--- config.mk ---
export PLATFORM = sky130hd
export DESIGN_NAME = bounded_deque_with_search_remove_core
export DESIGN_NICKNAME = d
export VERILOG_FILES = /design/src/rtl/core/bdq_pkg.sv /design/src/rtl/core/bounded_deque_with_search_remove_core.sv /design/src/rtl/core/bdq_mem.sv /design/src/rtl/core/bdq_ctrl.sv
export SDC_FILE = /design/constraint.sdc
export NUM_CORES = 1
export LEC_CHECK = 0
export BUFFER_PORTS_ARGS = -buffer_cell sky130_fd_sc_hd__buf_2
export CAP_MARGIN = 20
export CORE_MARGIN = 2
export CORE_UTILIZATION = 59
export CTS_BUF_LIST = sky130_fd_sc_hd__clkbuf_4 sky130_fd_sc_hd__clkbuf_8
export DETAILED_ROUTE_END_ITERATION = 10
export PLACE_DENSITY = 0.83
export SLEW_MARGIN = 20
export SYNTH_ARGS = -nofsm -noshare
export SYNTH_HDL_FRONTEND = slang
export SYNTH_SLANG_ARGS = --single-unit
--- constraint.sdc ---
create_clock -name clock -period 5.4 [get_ports clock]
set_clock_uncertainty 0.05 [all_clocks]
set_input_delay 1.08 -clock clock [delete_from_list [all_inputs] [get_ports clock]]
set_output_delay 1.08 -clock clock [all_outputs]
set_load 0.05 [all_outputs]
--- src/rtl/core/bdq_pkg.sv ---
`timescale 1ns / 1ps
// ----------------------------------------------------------------------------
// bdq_pkg
// Shared constants, command and status codes and the result record of the
// bounded deque core.
// ----------------------------------------------------------------------------
package bdq_pkg;

   localparam int CAPACITY_DEFAULT    = 16;
   localparam int VALUE_WIDTH_DEFAULT = 32;

   // fixed widths of the request and response fields
   localparam int CMD_WIDTH    = 3;
   localparam int DATA_WIDTH   = 32;
   localparam int INDEX_WIDTH  = 4;
   localparam int STATUS_WIDTH = 3;
   localparam int COUNT_WIDTH  = 5;

   localparam int REQ_TDATA_WIDTH = 40;
   localparam int REQ_TUSER_WIDTH = CMD_WIDTH;
   localparam int RSP_TDATA_WIDTH = 112;

   typedef enum logic [CMD_WIDTH-1:0] {
      CMD_PUSH_FRONT = 3'd0,
      CMD_PUSH_BACK  = 3'd1,
      CMD_REMOVE     = 3'd2,
      CMD_POP_FRONT  = 3'd3,
      CMD_POP_BACK   = 3'd4,
      CMD_REVERSE    = 3'd5,
      CMD_READ       = 3'd6,
      CMD_CLEAR      = 3'd7
   } cmd_type;

   typedef enum logic [STATUS_WIDTH-1:0] {
      ST_OK    = 3'd0,
      ST_FULL  = 3'd1,
      ST_EMPTY = 3'd2,
      ST_MISS  = 3'd3,
      ST_RANGE = 3'd4
   } status_type;

   typedef struct packed {
      logic [DATA_WIDTH-1:0]  read_value;
      logic [DATA_WIDTH-1:0]  back_value;
      logic [DATA_WIDTH-1:0]  front_value;
      logic                   is_empty;
      logic [COUNT_WIDTH-1:0] item_count;
      status_type             status;
   } result_type;

endpackage

--- src/rtl/core/bounded_deque_with_search_remove_core.sv ---
`timescale 1ns / 1ps
// ----------------------------------------------------------------------------
// bounded_deque_with_search_remove_core
// Bounded deque of signed values with push/pop at both ends, remove by value,
// reverse, indexed read and clear; one response per request.
//
//   channel | dir | ports          | payload
//   req     | in  | req_t*         | tuser: cmd; tdata: item_value, read_index
//   rsp     | out | rsp_t*         | tdata: status, count, empty, front, back,
//           |     |                |        read_value
//
// Push, pop and clear run the command step, a front/back fetch when entries
// remain and the output step; remove and reverse add a walk over the entry
// store, one access at a time (search and shift, or pairwise swap).
// req_tready is high only while the sequencer is idle; a finished response
// sits in the output register while the next request is taken.
// Synchronous reset empties the deque; store contents are not cleared.
// ----------------------------------------------------------------------------
module bounded_deque_with_search_remove_core
   import bdq_pkg::*;
#(
   parameter int CAPACITY    = CAPACITY_DEFAULT,
   parameter int VALUE_WIDTH = VALUE_WIDTH_DEFAULT
) (
   input  logic                       clock,
   input  logic                       reset,
   input  logic                       req_tvalid,
   output logic                       req_tready,
   // [31:0] item_value, [35:32] read_index, [39:36] zero
   input  logic [REQ_TDATA_WIDTH-1:0] req_tdata,
   // [2:0] cmd
   input  logic [REQ_TUSER_WIDTH-1:0] req_tuser,
   output logic                       rsp_tvalid,
   input  logic                       rsp_tready,
   // [2:0] status, [7:3] item_count, [8] is_empty, [40:9] front_value,
   // [72:41] back_value, [104:73] read_value, [111:105] zero
   output logic [RSP_TDATA_WIDTH-1:0] rsp_tdata
);

   localparam int PW = $clog2(CAPACITY);

   logic                   out_valid, out_ready;
   result_type             result;
   logic                   rsp_valid_ff, rsp_valid_in;
   result_type             rsp_data_ff, rsp_data_in;
   logic                   mem_wr_en;
   logic [PW-1:0]          mem_wr_addr, mem_rd_addr;
   logic [VALUE_WIDTH-1:0] mem_wr_data, mem_rd_data;

   bdq_ctrl #(
      .CAPACITY    (CAPACITY),
      .VALUE_WIDTH (VALUE_WIDTH)
   ) u_ctrl (
      .clock       (clock),
      .reset       (reset),
      .in_valid    (req_tvalid),
      .in_ready    (req_tready),
      .in_cmd      (req_tuser[CMD_WIDTH-1:0]),
      .in_value    (req_tdata[DATA_WIDTH-1:0]),
      .in_index    (req_tdata[DATA_WIDTH+INDEX_WIDTH-1:DATA_WIDTH]),
      .out_valid   (out_valid),
      .out_ready   (out_ready),
      .out_result  (result),
      .mem_wr_en   (mem_wr_en),
      .mem_wr_addr (mem_wr_addr),
      .mem_wr_data (mem_wr_data),
      .mem_rd_addr (mem_rd_addr),
      .mem_rd_data (mem_rd_data)
   );

   bdq_mem #(
      .DEPTH (CAPACITY),
      .WIDTH (VALUE_WIDTH)
   ) u_mem (
      .clock   (clock),
      .wr_en   (mem_wr_en),
      .wr_addr (mem_wr_addr),
      .wr_data (mem_wr_data),
      .rd_addr (mem_rd_addr),
      .rd_data (mem_rd_data)
   );

   // output register: load when empty or being drained
   assign out_ready = !rsp_valid_ff || rsp_tready;

   always_comb begin
      rsp_valid_in = rsp_valid_ff;
      rsp_data_in  = rsp_data_ff;
      if (out_valid && out_ready) begin
         rsp_valid_in = 1'b1;
         rsp_data_in  = result;
      end else if (rsp_tready) begin
         rsp_valid_in = 1'b0;
      end
   end

   always_ff @(posedge clock) begin
      if (reset) begin
         rsp_valid_ff <= 1'b0;
      end else begin
         rsp_valid_ff <= rsp_valid_in;
      end
      rsp_data_ff <= rsp_data_in;
   end

   assign rsp_tvalid = rsp_valid_ff;
   assign rsp_tdata  = {7'b0, rsp_data_ff.read_value, rsp_data_ff.back_value,
                        rsp_data_ff.front_value, rsp_data_ff.is_empty,
                        rsp_data_ff.item_count, rsp_data_ff.status};

endmodule

--- src/rtl/core/bdq_mem.sv ---
`timescale 1ns / 1ps
// ----------------------------------------------------------------------------
// bdq_mem
// Entry store of the deque: one write port, one read port, registered read.
// ----------------------------------------------------------------------------
module bdq_mem #(
   parameter int DEPTH = 16,
   parameter int WIDTH = 32
) (
   input  logic                     clock,
   input  logic                     wr_en,
   input  logic [$clog2(DEPTH)-1:0] wr_addr,
   input  logic [WIDTH-1:0]         wr_data,
   input  logic [$clog2(DEPTH)-1:0] rd_addr,
   output logic [WIDTH-1:0]         rd_data
);

   logic [WIDTH-1:0] store_ff [DEPTH];
   logic [WIDTH-1:0] rd_data_ff;

   always_ff @(posedge clock) begin
      if (wr_en) begin
         store_ff[wr_addr] <= wr_data;
      end
      rd_data_ff <= store_ff[rd_addr];
   end

   assign rd_data = rd_data_ff;

endmodule

--- src/rtl/core/bdq_ctrl.sv ---
`timescale 1ns / 1ps
// ----------------------------------------------------------------------------
// bdq_ctrl
// Command sequencer: walks the entry store one access at a time for search,
// shift, reverse and the final front/back fetch.
// ----------------------------------------------------------------------------
module bdq_ctrl
   import bdq_pkg::*;
#(
   parameter int CAPACITY    = CAPACITY_DEFAULT,
   parameter int VALUE_WIDTH = VALUE_WIDTH_DEFAULT
) (
   input  logic                        clock,
   input  logic                        reset,
   input  logic                        in_valid,
   output logic                        in_ready,
   input  logic [CMD_WIDTH-1:0]        in_cmd,
   input  logic [DATA_WIDTH-1:0]       in_value,
   input  logic [INDEX_WIDTH-1:0]      in_index,
   output logic                        out_valid,
   input  logic                        out_ready,
   output result_type                  out_result,
   output logic                        mem_wr_en,
   output logic [$clog2(CAPACITY)-1:0] mem_wr_addr,
   output logic [VALUE_WIDTH-1:0]      mem_wr_data,
   output logic [$clog2(CAPACITY)-1:0] mem_rd_addr,
   input  logic [VALUE_WIDTH-1:0]      mem_rd_data
);

   localparam int PW = $clog2(CAPACITY);
   localparam int CW = $clog2(CAPACITY + 1);
   localparam logic [PW:0]   CAP_SUM  = (PW+1)'(CAPACITY);
   localparam logic [CW-1:0] CAP_CNT  = CW'(CAPACITY);
   localparam logic [PW-1:0] LAST_POS = PW'(CAPACITY - 1);

   typedef enum logic [3:0] {
      S_IDLE,
      S_CMD,
      S_SRCH_RD,
      S_SRCH_CMP,
      S_SHIFT_RD,
      S_SHIFT_WR,
      S_REV_RDA,
      S_REV_RDB,
      S_REV_WRA,
      S_REV_WRB,
      S_READ_W,
      S_FIN_A,
      S_FIN_B,
      S_FIN_C,
      S_OUT
   } state_type;

   state_type             state_ff,  state_in;
   logic [PW-1:0]         front_ff,  front_in;
   logic [CW-1:0]         count_ff,  count_in;
   logic [CW-1:0]         i_ff,      i_in;
   cmd_type               cmd_ff,    cmd_in;
   logic [VALUE_WIDTH-1:0] val_ff,   val_in;
   logic [INDEX_WIDTH-1:0] idx_ff,   idx_in;
   status_type            status_ff, status_in;
   logic [VALUE_WIDTH-1:0] rd_ff,    rd_in;
   logic [VALUE_WIDTH-1:0] tmp_ff,   tmp_in;
   logic [VALUE_WIDTH-1:0] fv_ff,    fv_in;
   logic [VALUE_WIDTH-1:0] bv_ff,    bv_in;

   logic [CW-1:0]              cnt_m1, cnt_p1, half, j_pos, i_p1;
   logic [CW+INDEX_WIDTH-1:0]  idx_w, cnt_w;
   logic [VALUE_WIDTH+DATA_WIDTH-1:0] val_ext;
   logic [PW-1:0]              push_front_pos;
   logic                       full, empty;
   logic [CW+COUNT_WIDTH-1:0]  cnt_out;
   logic [VALUE_WIDTH+DATA_WIDTH-1:0] fv_out, bv_out, rd_out;

   // store slot of a position counted from the front
   function automatic logic [PW-1:0] slot(input logic [PW-1:0] base,
                                          input logic [PW-1:0] pos);
      logic [PW:0] s;
      s = {1'b0, base} + {1'b0, pos};
      if (s >= CAP_SUM) begin
         s = s - CAP_SUM;
      end
      return s[PW-1:0];
   endfunction

   assign cnt_m1  = count_ff - 1'b1;
   assign cnt_p1  = count_ff + 1'b1;
   assign half    = count_ff >> 1;
   assign j_pos   = cnt_m1 - i_ff;
   assign i_p1    = i_ff + 1'b1;
   assign idx_w   = {{CW{1'b0}}, idx_ff};
   assign cnt_w   = {{INDEX_WIDTH{1'b0}}, count_ff};
   assign val_ext = {{VALUE_WIDTH{in_value[DATA_WIDTH-1]}}, in_value};
   assign full    = (count_ff == CAP_CNT);
   assign empty   = (count_ff == '0);
   assign push_front_pos = (front_ff == '0) ? LAST_POS : front_ff - 1'b1;

   always_comb begin
      state_in    = state_ff;
      front_in    = front_ff;
      count_in    = count_ff;
      i_in        = i_ff;
      cmd_in      = cmd_ff;
      val_in      = val_ff;
      idx_in      = idx_ff;
      status_in   = status_ff;
      rd_in       = rd_ff;
      tmp_in      = tmp_ff;
      fv_in       = fv_ff;
      bv_in       = bv_ff;
      in_ready    = 1'b0;
      out_valid   = 1'b0;
      mem_wr_en   = 1'b0;
      mem_wr_addr = front_ff;
      mem_wr_data = val_ff;
      mem_rd_addr = front_ff;

      case (state_ff)
         S_IDLE: begin
            in_ready = 1'b1;
            if (in_valid) begin
               cmd_in    = cmd_type'(in_cmd);
               val_in    = val_ext[VALUE_WIDTH-1:0];
               idx_in    = in_index;
               status_in = ST_OK;
               rd_in     = '0;
               i_in      = '0;
               state_in  = S_CMD;
            end
         end
         S_CMD: begin
            state_in = S_FIN_A;
            case (cmd_ff)
               CMD_PUSH_FRONT: begin
                  if (full) begin
                     status_in = ST_FULL;
                  end else begin
                     front_in    = push_front_pos;
                     mem_wr_en   = 1'b1;
                     mem_wr_addr = push_front_pos;
                     count_in    = cnt_p1;
                  end
               end
               CMD_PUSH_BACK: begin
                  if (full) begin
                     status_in = ST_FULL;
                  end else begin
                     mem_wr_en   = 1'b1;
                     mem_wr_addr = slot(front_ff, count_ff[PW-1:0]);
                     count_in    = cnt_p1;
                  end
               end
               CMD_REMOVE: begin
                  if (empty) begin
                     status_in = ST_EMPTY;
                  end else begin
                     state_in = S_SRCH_RD;
                  end
               end
               CMD_POP_FRONT: begin
                  if (empty) begin
                     status_in = ST_EMPTY;
                  end else begin
                     front_in = slot(front_ff, PW'(1));
                     count_in = cnt_m1;
                  end
               end
               CMD_POP_BACK: begin
                  if (empty) begin
                     status_in = ST_EMPTY;
                  end else begin
                     count_in = cnt_m1;
                  end
               end
               CMD_REVERSE: begin
                  if (empty) begin
                     status_in = ST_EMPTY;
                  end else begin
                     state_in = S_REV_RDA;
                  end
               end
               CMD_READ: begin
                  if (empty) begin
                     status_in = ST_EMPTY;
                  end else if (idx_w >= cnt_w) begin
                     status_in = ST_RANGE;
                  end else begin
                     mem_rd_addr = slot(front_ff, idx_w[PW-1:0]);
                     state_in    = S_READ_W;
                  end
               end
               CMD_CLEAR: begin
                  front_in = '0;
                  count_in = '0;
               end
               default: begin
                  state_in = S_FIN_A;
               end
            endcase
         end
         S_SRCH_RD: begin
            if (i_ff == count_ff) begin
               status_in = ST_MISS;
               state_in  = S_FIN_A;
            end else begin
               mem_rd_addr = slot(front_ff, i_ff[PW-1:0]);
               state_in    = S_SRCH_CMP;
            end
         end
         S_SRCH_CMP: begin
            if (mem_rd_data == val_ff) begin
               state_in = S_SHIFT_RD;
            end else begin
               i_in     = i_p1;
               state_in = S_SRCH_RD;
            end
         end
         S_SHIFT_RD: begin
            // close the gap left by the match, one entry per pass
            if (i_p1 >= count_ff) begin
               count_in = cnt_m1;
               state_in = S_FIN_A;
            end else begin
               mem_rd_addr = slot(front_ff, i_p1[PW-1:0]);
               state_in    = S_SHIFT_WR;
            end
         end
         S_SHIFT_WR: begin
            mem_wr_en   = 1'b1;
            mem_wr_addr = slot(front_ff, i_ff[PW-1:0]);
            mem_wr_data = mem_rd_data;
            i_in        = i_p1;
            state_in    = S_SHIFT_RD;
         end
         S_REV_RDA: begin
            if (i_ff >= half) begin
               state_in = S_FIN_A;
            end else begin
               mem_rd_addr = slot(front_ff, i_ff[PW-1:0]);
               state_in    = S_REV_RDB;
            end
         end
         S_REV_RDB: begin
            tmp_in      = mem_rd_data;
            mem_rd_addr = slot(front_ff, j_pos[PW-1:0]);
            state_in    = S_REV_WRA;
         end
         S_REV_WRA: begin
            mem_wr_en   = 1'b1;
            mem_wr_addr = slot(front_ff, i_ff[PW-1:0]);
            mem_wr_data = mem_rd_data;
            state_in    = S_REV_WRB;
         end
         S_REV_WRB: begin
            mem_wr_en   = 1'b1;
            mem_wr_addr = slot(front_ff, j_pos[PW-1:0]);
            mem_wr_data = tmp_ff;
            i_in        = i_p1;
            state_in    = S_REV_RDA;
         end
         S_READ_W: begin
            rd_in    = mem_rd_data;
            state_in = S_FIN_A;
         end
         S_FIN_A: begin
            if (empty) begin
               front_in = '0;
               fv_in    = '0;
               bv_in    = '0;
               state_in = S_OUT;
            end else begin
               mem_rd_addr = front_ff;
               state_in    = S_FIN_B;
            end
         end
         S_FIN_B: begin
            fv_in       = mem_rd_data;
            mem_rd_addr = slot(front_ff, cnt_m1[PW-1:0]);
            state_in    = S_FIN_C;
         end
         S_FIN_C: begin
            bv_in    = mem_rd_data;
            state_in = S_OUT;
         end
         S_OUT: begin
            // hold until the output register takes the result
            out_valid = 1'b1;
            if (out_ready) begin
               state_in = S_IDLE;
            end
         end
         default: begin
            state_in = S_IDLE;
         end
      endcase
   end

   always_ff @(posedge clock) begin
      if (reset) begin
         state_ff <= S_IDLE;
         front_ff <= '0;
         count_ff <= '0;
      end else begin
         state_ff <= state_in;
         front_ff <= front_in;
         count_ff <= count_in;
      end
      i_ff      <= i_in;
      cmd_ff    <= cmd_in;
      val_ff    <= val_in;
      idx_ff    <= idx_in;
      status_ff <= status_in;
      rd_ff     <= rd_in;
      tmp_ff    <= tmp_in;
      fv_ff     <= fv_in;
      bv_ff     <= bv_in;
   end

   assign cnt_out = {{COUNT_WIDTH{1'b0}}, count_ff};
   assign fv_out  = {{DATA_WIDTH{1'b0}}, fv_ff};
   assign bv_out  = {{DATA_WIDTH{1'b0}}, bv_ff};
   assign rd_out  = {{DATA_WIDTH{1'b0}}, rd_ff};

   always_comb begin
      out_result.status      = status_ff;
      out_result.item_count  = cnt_out[COUNT_WIDTH-1:0];
      out_result.is_empty    = empty;
      out_result.front_value = fv_out[DATA_WIDTH-1:0];
      out_result.back_value  = bv_out[DATA_WIDTH-1:0];
      out_result.read_value  = rd_out[DATA_WIDTH-1:0];
   end

endmodule

== Yosys cells after proc, flatten, opt, wreduce, memory -nomap -nowiden ==
Memory sizes are Yosys's and may differ from the RTL's. A register that Yosys moved wholly into a read port is not among the register bits.
Index checks and enable logic that the tools add are counted.
W data, S select, Z words.
Storage, ports and cells
  bits in registers: 294
  bits in writable memories: 512
  input port bits: 47
  output and inout port bits: 114
  word-level logic and storage cells: 185
  memories kept: 1
Cells by class
  $add $sub $neg: 19
  $lt $le $gt $ge: 10
  equality and inequality tests: 39
  multiplexer cells: 67
  reductions and logical operators: 30
Memories
  u_mem.store_ff: words 16, bits a word 32, rd ports 1, clocked after memory_dff 1, wr ports 1, line bdq_mem.sv:18  | logic [WIDTH-1:0] store_ff [DEPTH];
Operators with widths (count)
  $pmux W32 S2: 4
  $mux W4: 26
  $mux W32: 2
  $pmux W4 S15: 1
  $pmux W4 S3: 3
  $ge A5 B5 Y1 const B: 7
  $eq A32 B32 Y1: 1
  $sub A4 B1 Y4 const B: 8
  $add A4 B4 Y5: 6
  $pmux W5 S3: 2
  $eq A4 B4 Y1 const B: 7
  $mux W5: 5
  $pmux W4 S6: 1
  $mux W3: 7
  $pmux W3 S3: 2
  $eq A4 B3 Y1 const B: 4
  $pmux W4 S2: 2
  $eq A3 B3 Y1 const B: 4
  $reduce_bool A2 Y1: 6
  $add A5 B1 Y5 const B: 2
  $pmux W5 S2: 1
  $reduce_and A2 Y1: 5
  $mux W1: 9
  $ne A3 B3 Y1 const B: 3
  other kinds (34): 47

== Depth between registers and ports, before layout ==
Gate-level depths: netlist of run 1.
  depth after elaboration: 7
  mapped depth: 17

== Hierarchy ==
Synthesis of run 1 repeated with hierarchy kept, for this count alone.
Unflattened totals
  cell total of the unflattened synthesis: 1784
  area total of the unflattened synthesis: 32894.0 um^2
By module, submodules not included
  bdq_mem: instances 1, cells each 838, area an instance 19835.3 um^2
  bdq_ctrl: instances 1, cells each 828, area an instance 9794.4 um^2
  bounded_deque_with_search_remove_core: instances 1, cells each 118, area an instance 3264.4 um^2

== Worst setup path before layout of run 1 ==
No wires, ideal clock.
  path type: register to register
  from: reg u_ctrl.count_ff[1]
  to: mem u_mem.store_ff[5][0], enable pin
  library setup time: 0.421 ns
  arrival: 4.379 ns
  data required time: 4.929 ns
  path slack: 0.550 ns
  cell stages (with the launch flop): 15
  buffers on the path: 0
  path through: dfxtp_1 inv_1 ha_1 inv_1 fa_1 ha_1 a21o_1 a21oi_1 xnor2_1 xnor3_1 nand2_1 nand2_1 nor2_1 nand2_1 nor2_1
On the way
  cells in the longest elaborated chain, start to end: 6
Ends and longest elaborated chain
  from (decl): line bdq_ctrl.sv:56  | logic [CW-1:0] count_ff, count_in;
  from (signal assigned): line bdq_ctrl.sv:306  | count_ff <= count_in;
  $sub A5 B1 Y5, or another cell as far along: line bdq_ctrl.sv:86  | assign cnt_m1 = count_ff - 1'b1;
  $sub A4 B4 Y4, or another cell as far along: line bdq_ctrl.sv:89  | assign j_pos = cnt_m1 - i_ff;
  $add A4 B4 Y5, or another cell as far along: line bdq_ctrl.sv:79  | s = {1'b0, base} + {1'b0, pos};
  $sub A4 B1 Y4, or another cell as far along: line bdq_ctrl.sv:81  | s = s - CAP_SUM;
  $mux W4, or another cell as far along: line bdq_ctrl.sv:80  | if (s >= CAP_SUM) begin
  $pmux W4 S3 or $mux W1 (tied branches): line bdq_ctrl.sv:118, bdq_mem.sv:23
  to (decl): line bdq_mem.sv:18
Several ways; a longest one is shown, not always the timed one.

== Worst setup path after layout of run 1 ==
  from: reg u_ctrl.count_ff[1]
  to: mem u_mem.store_ff[8][21], enable pin
The elaborated chain is that of the path after synthesis.

==> run_results.csv, run 1 <==
group,metric,value,unit
power_and_ir_drop,cellInternalPower,14.2,mW
global_route,track_usage,0.268,
clock_network,postCtsSetupBuffers,0,
setup_path,arrival,5.09,ns
sta,hold_viol,0,
yosys,ys_warn_count,0,
sta,slew_headroom,0.272,
setup_path,critPathMaxStageDelay,0.71,ns
global_route,grt_antenna_before_repair,0,
power_and_ir_drop,p_per_area,577,mW/mm2
drt,wl_met3,7.66,mm
yosys,syn_area,0.0339,mm2
setup_path,endpoint_kind,"register",
clock_network,clk_pin_slew_worst_paths,0.07,ns
die,ios,161,
run,maxCapViolCount,0,
sta,whs,0.336,ns
drt,routed-via-count,19773,
yosys,seq_area_frac_synth,0.728,
yosys,avgSynthCellArea,16.2,um2
hold_path,hold_class,"reg -> reg",
power_and_ir_drop,power.switching,7.91,mW
setup_path,cp_max_fo,22,
clock_network,cts-buffers-inserted,120,
yosys,syn_inst,2101,
layout,fillCellCount,3426,
drt,vias_per_cell,6.22,
sta,period_needed,4.71,ns
power_and_ir_drop,combPwrFrac,0.344,
layout,seq_area,0.0247,mm2
drt,dr.max_layer_used,"met4",
global_route,grt_max_degree,81,
clock_network,clk_latency,0.77,ns
yosys,synth_top_family_by_area,"multiplexers",
setup_path,cpMaxStageDelayCell,"nor2_4",
yosys,synthAdderAreaFrac,0.0181,
yosys,ys.flop_type,"edfxtp_1",
clock_network,clockBufferDepth,3,
sta,slew_violations,0,
sta,worstMarginPinSlew,1.09,ns
sta,rsz0062_at_grt,"false",
placement,pre_cts_ws,0.740,ns
sta,fin_ws,0.694,ns
power_and_ir_drop,p_clk_frac,0.235,
drt,first_iter_violations,2265,
power_and_ir_drop,p_sw_frac,0.357,
yosys,yosys.area_share.simple,0.0529,
setup_path,cp.required,5.78,ns
clock_network,cts_resized,0,
status,outcome,"finished, final reports clean",
layout,area_delta_synth_final,13.1,%
yosys,synth_edf_count,792,
power_and_ir_drop,p_leak,13.5,nW
sta,setup_viol,0,
layout,final_common_cell,"edfxtp_1",
die,initial_core_util,0.600,
layout,layout.nets,2411,
yosys,synthMuxAreaShare,0.0958,
power_and_ir_drop,peakVddDrop,400,uV
die,chipHeight,244,um
die,die_area,0.0595,mm2
setup_path,crit_path_cell_trace,"inv_1 -> ha_1 -> xor2_1 -> ha_1 -> xor2_1 -> ha_1 -> a21oi_1 -> xnor2_1 -> xnor3_1 -> nand2_1 -> nand2_1 -> or2_2 -> nand2_1 -> nor2_4 -> buf_4",
drt,avgRoutedWirePerCell,25.1,um
global_route,grt_pass1_wl,119,mm
sta,final.period_utilization,0.871,
die,rows,87,
layout,multi_input_comb_area,0.00853,mm2
drt,met2WireLength,38.6,mm
global_route,gr-total-overflow,0,
sta,timing.fmax,212,MHz
setup_path,cp-start-kind,"register",
clock_network,clock-sinks,838,
yosys,synth.distinct_cells,76,
layout,mostFrequentLayoutCells,"edfxtp_1, mux2i_1, buf_2, clkbuf_8, nand2_1",
die,die_w,244,um
yosys,synth-async-reset-ratio,0,
hold_path,hp-start,"u_ctrl.bv_ff[28]",
yosys,ys_ff_latch,838,
layout,drive_gt1_frac,0.206,
sta,tns,0,ns
placement,place_congestion,0.926,
power_and_ir_drop,power_frac_seq,0.421,
clock_network,cts_tree,"done",
drt,drt-met1-wl,30.8,mm
drt,drt_wl_total,79.6,mm
global_route,grt_pass1_vias,19786,
setup_path,startpoint,"u_ctrl.count_ff[1]",
die,fp.coreArea,0.0566,mm2
placement,dp.final_hpwl,47.4,mm
setup_path,r2r_start,"u_ctrl.count_ff[1]",
yosys,synth-compound-area-share,0.0633,
power_and_ir_drop,totalPowerFinal,22.2,mW
drt,dr.pass1.iters,9,
clock_network,hold_buffers,0,
yosys,synth_xor_area_frac,0.0156,
clock_network,cts_max_level,3,
drt,drc,0,
setup_path,path_class,"reg -> reg",
clock_network,root_buffer,"clkbuf_8",
placement,port-buffer-count,149,
drt,ant_nets,0,
[power by group through the flow]
| stage | combinational [mW] | sequential, mW | clock (mW) |
|---|---|---|---|
| global route | 8.15 | 9.37 | 5.54 |
| finish | 7.63 | 9.33 | 5.20 |
| CTS | 7.53 | 9.30 | 5.26 |
| detailed placement | 7.46 | 9.42 | 0 |
| global placement | 7.21 | 9.35 | 0 |
| floorplan | 5.53 | 9.08 | 0 |
[final cells by class]
| class | count | area share |
|---|---|---|
| repair buffers | 210 | 0.0369 |
| clock inverters | 58 | 0.0136 |
| multi-input cells | 1086 | 0.222 |
| clock buffers | 165 | 0.0528 |
| well taps | 756 | 0.0246 |
| inverters | 63 | 0.00616 |
| diodes | 1 | 0.0000652 |
| flip-flops and latches | 838 | 0.644 |
[logic make-up after synthesis]
family,after synthesis
flops,838
simple gates,355
mux,317
compound gates,303
buf+inv,183
xor+xnor,59
fa+ha+maj,45
other cells,1
[per-stage QoR]
| step | cell area [um2] | utilization | cells |
|---|---|---|---|
| finish | 38400 | 0.678 | 3177 |
| global route | 38400 | 0.678 | 3176 |
| CTS | 38400 | 0.678 | 3176 |
| floorplan | 34000 | - | 2107 |
| global placement | 35800 | 0.633 | 2953 |
| detailed placement | 35800 | 0.633 | 2953 |
[cells in the mapped netlist, drive strengths merged, types with 8 or more instances]
master | number | share of area
xnor2 | 46 | 0.012
inv | 63 | 0.0070
nor2 | 59 | 0.0065
mux2 | 64 | 0.021
mux2i | 253 | 0.075
dfxtp | 46 | 0.027
nor3 | 15 | 0.0022
clkbuf | 68 | 0.0076
nand4 | 12 | 0.0022
buf | 52 | 0.012
nand3 | 11 | 0.0016
a22oi | 37 | 0.0082
and3 | 98 | 0.018
ha | 38 | 0.014
xor2 | 12 | 0.0031
o221ai | 31 | 0.0080
a21o | 11 | 0.0024
a21oi | 44 | 0.0066
a222oi | 32 | 0.0094
nor2b | 12 | 0.0022
a211oi | 8 | 0.0023
edfxtp | 792 | 0.70
nand2 | 113 | 0.013
o21ai | 88 | 0.013
[worst max-delay path: cells and delay by family, from the launching register on]
| kind | cells | cell delay [ns] |
|---|---|---|
| buffers and inverters | 2 | 0.56 |
| xor gates and xnor gates | 4 | 1.27 |
| and+or+nand+nor | 5 | 1.11 |
| AOI/OAI and AO/OA | 1 | 0.17 |
| DFF | 1 | 0.31 |
| adders and majority gates | 3 | 0.91 |
[final timing paths]
| kind | cells after the start | to | slack [ns] |
|---|---|---|---|
| max | 15 | u_mem.store_ff[8][21] | 0.69 |
| min | 0 | rsp_tdata[69] | 0.34 |
| max reg2reg | 15 | u_mem.store_ff[8][21] | 0.69 |
| min reg2reg | 0 | rsp_tdata[69] | 0.34 |
[state kept, by name, summed over array words and instances (netlist names), 5 cells and up]
signal           cells
u_ctrl.rd_ff        32
u_ctrl.i_ff          5
u_mem.rd_data       32
u_ctrl.fv_ff        32
u_ctrl.count_ff      5
rsp_tdata          105
u_ctrl.bv_ff        32
u_ctrl.tmp_ff       32
u_mem.store_ff     512
u_ctrl.val_ff       32
[layer usage]
| layer | up-vias | global-route usage |
|---|---|---|
| met4 | 0 | 0.110 |
| met3 | 174 | 0.0491 |
| met2 | 1241 | 0.438 |
| li1 | 8600 | - |
| met5 | - | 0 |
| met1 | 9758 | 0.357 |
No activity file was read; power rests on OpenSTA's default activity.
==> inputs of run 2 (changes only) <==
--- a/config.mk
+++ b/config.mk
@@ -5,7 +5,7 @@
 export SDC_FILE = /design/constraint.sdc
 export NUM_CORES = 1
 export LEC_CHECK = 0
-export BUFFER_PORTS_ARGS = -buffer_cell sky130_fd_sc_hd__buf_2
+export BUFFER_PORTS_ARGS = -buffer_cell sky130_fd_sc_hd__buf_4
 export CAP_MARGIN = 20
 export CORE_MARGIN = 2
 export CORE_UTILIZATION = 59
==> run 2 against run 1 <==
Critical path depth up 1. Core utilization up 1.1 points. Clock power up 6.7%. Largest cell class unchanged.
==> run_results.csv, run 2 (same netlist as run 1, synthesis figures left out) <==
group,metric,value,unit
clock_network,postCtsSetupBuffers,0,
placement,place_congestion,0.931,
drt,dr.pass1.iters,10,
drt,ant_nets,0,
layout,multi_input_comb_area,0.00854,mm2
drt,vias_per_cell,6.24,
die,ios,161,
sta,slew_headroom,0.387,
sta,tns,0,ns
setup_path,endpoint_kind,"register",
layout,seq_area,0.0247,mm2
global_route,grt_max_degree,73,
global_route,grt-busiest-layer,"met2",
die,initial_core_util,0.600,
hold_path,min_path_cells,0,
run,maxCapViolCount,0,
setup_path,critPathTopFamily,"compound AO/OA/AOI/OAI gates",
sta,hold_viol,0,
placement,dpl.cell_count,2948,
setup_path,crit_path_cell_trace,"nand3_1 -> xor2_1 -> inv_1 -> ha_1 -> a21oi_1 -> a21boi_1 -> or3_1 -> nor2_1 -> a2111oi_4 -> a211oi_4 -> buf_12 -> buf_12 -> mux2i_1 -> mux2i_1 -> a22oi_1 -> o221ai_1",
clock_network,hold_buffers,0,
global_route,grt_antenna_before_repair,2,
setup_path,reg2reg_depth,16,
layout,layout.nets,2407,
layout,final_area,0.0390,mm2
hold_path,hold_class,"reg -> reg",
drt,drc,0,
drt,routed-via-count,19823,
clock_network,clock-sinks,838,
clock_network,cts_tree,"done",
power_and_ir_drop,p_per_area,576,mW/mm2
global_route,track_usage,0.272,
sta,fin_ws,0.727,ns
setup_path,arrival,5.21,ns
placement,dp.final_hpwl,46.8,mm
placement,place_area,0.0362,mm2
layout,fillCellCount,3373,
clock_network,cts_max_level,3,
layout,area_delta_synth_final,14.9,%
power_and_ir_drop,peakVddDrop,567,uV
clock_network,cts_resized,0,
die,die_area,0.0595,mm2
die,die_w,244,um
placement,port-buffer-count,149,
clock_network,clockBufferDepth,3,
setup_path,cp-start-kind,"register",
sta,final.period_utilization,0.865,
drt,drt_wl_total,81.0,mm
setup_path,cp_max_fo,71,
global_route,use_met2,0.436,
global_route,use_met3,0.0612,
layout,drive_gt1_frac,0.210,
clock_network,clk_latency,0.75,ns
drt,first_iter_violations,2431,
global_route,grt_pass1_vias,19616,
setup_path,cp.buffers_inverters,3,
layout,fin_cells,3177,
layout,mostFrequentLayoutCells,"edfxtp_1, mux2i_1, buf_4, clkbuf_8, nand2_1",
setup_path,cp.required,5.94,ns
status,outcome,"finished, final reports clean",
placement,pre_cts_ws,0.798,ns
die,fp.coreArea,0.0566,mm2
power_and_ir_drop,totalPowerFinal,22.5,mW
clock_network,cts-buffers-inserted,121,
global_route,grt_pass1_wl,120,mm
clock_network,clk_pin_slew_worst_paths,0.06,ns
sta,setup_viol,0,
setup_path,cpMaxStageDelayCell,"edfxtp_1",
sta,whs,0.353,ns
global_route,gr-total-overflow,0,
drt,avgRoutedWirePerCell,25.5,um
setup_path,worst-path-stages,16,
layout,post-route-util,0.689,
setup_path,critPathMaxStageDelay,0.55,ns
layout,regMostFlops,"u_mem.store_ff",
layout,final_common_cell,"edfxtp_1",
clock_network,root_buffer,"clkbuf_8",
layout,largest_reg_flops,512,
power_and_ir_drop,p_leak,13.7,nW
sta,rsz0062_at_grt,"false",
sta,period_needed,4.67,ns
die,rows,87,
sta,timing.fmax,214,MHz
die,chipHeight,244,um
global_route,met1_usage,0.367,
setup_path,path_class,"reg -> reg",
sta,worstMarginPinSlew,0.905,ns
sta,slew_violations,0,
layout,antennaDiodeCount,0,
==> run 2: cell types whose count changed in the layout (fill, tap and decap cells not counted), moves of 4 or more <==
cell	delta
clkinv_1	-7
clkinv_2	-9
bufinv_16	+4
clkbuf_4	+5
buf_4	+139
clkbuf_8	+12
buf_12	+5
buf_2	-149
clkinvlp_4	+4
==> run 2: final cells by class <==
| class | instances | share of cell area |
|---|---|---|
| Clock buffer | 182 | 0.0572 |
| Sequential cell | 838 | 0.633 |
| Multi-Input combinational cell | 1086 | 0.219 |
| Inverter | 63 | 0.00606 |
| Clock inverter | 47 | 0.0136 |
| Tap cell | 756 | 0.0243 |
| Timing Repair Buffer | 205 | 0.0465 |
==> run 2: where the power goes <==
group          leakage (nW)  total (mW)  switching (mW)  internal [mW]
sequential             7.73        9.33           0.677           8.65
combinational          4.51        7.60            4.76           2.84
clock                  1.44        5.55            2.41           3.14
==> run 2: worst paths after layout <==
path / slack, ns / start / to
worst max register to register: 0.73 / u_ctrl.i_ff[2] / u_mem.rd_data[27]
worst min-delay path: 0.35 / u_ctrl.fv_ff[3] / rsp_tdata[12]
worst min register to register: 0.35 / u_ctrl.fv_ff[3] / rsp_tdata[12]
worst max-delay path: 0.73 / u_ctrl.i_ff[2] / u_mem.rd_data[27]
==> run 2: layer usage <==
layer  vias to the layer above  part of all wire
li1                       8608                 -
met5                         -           0.00027
met4                         4             0.032
met1                      9799              0.39
met2                      1234              0.48
met3                       178              0.10
==> run 2: worst register-to-register path: stages, from the launching register on <==
cell       delay [ns]
edfxtp_1         0.55
nand3_1          0.14
xor2_1           0.27
inv_1            0.08
ha_1             0.32
a21oi_1          0.14
a21boi_1         0.09
or3_1            0.42
nor2_1           0.49
a2111oi_4        0.16
a211oi_4         0.31
buf_12           0.24
buf_12           0.40
mux2i_1          0.27
mux2i_1          0.09
a22oi_1          0.34
o221ai_1         0.18
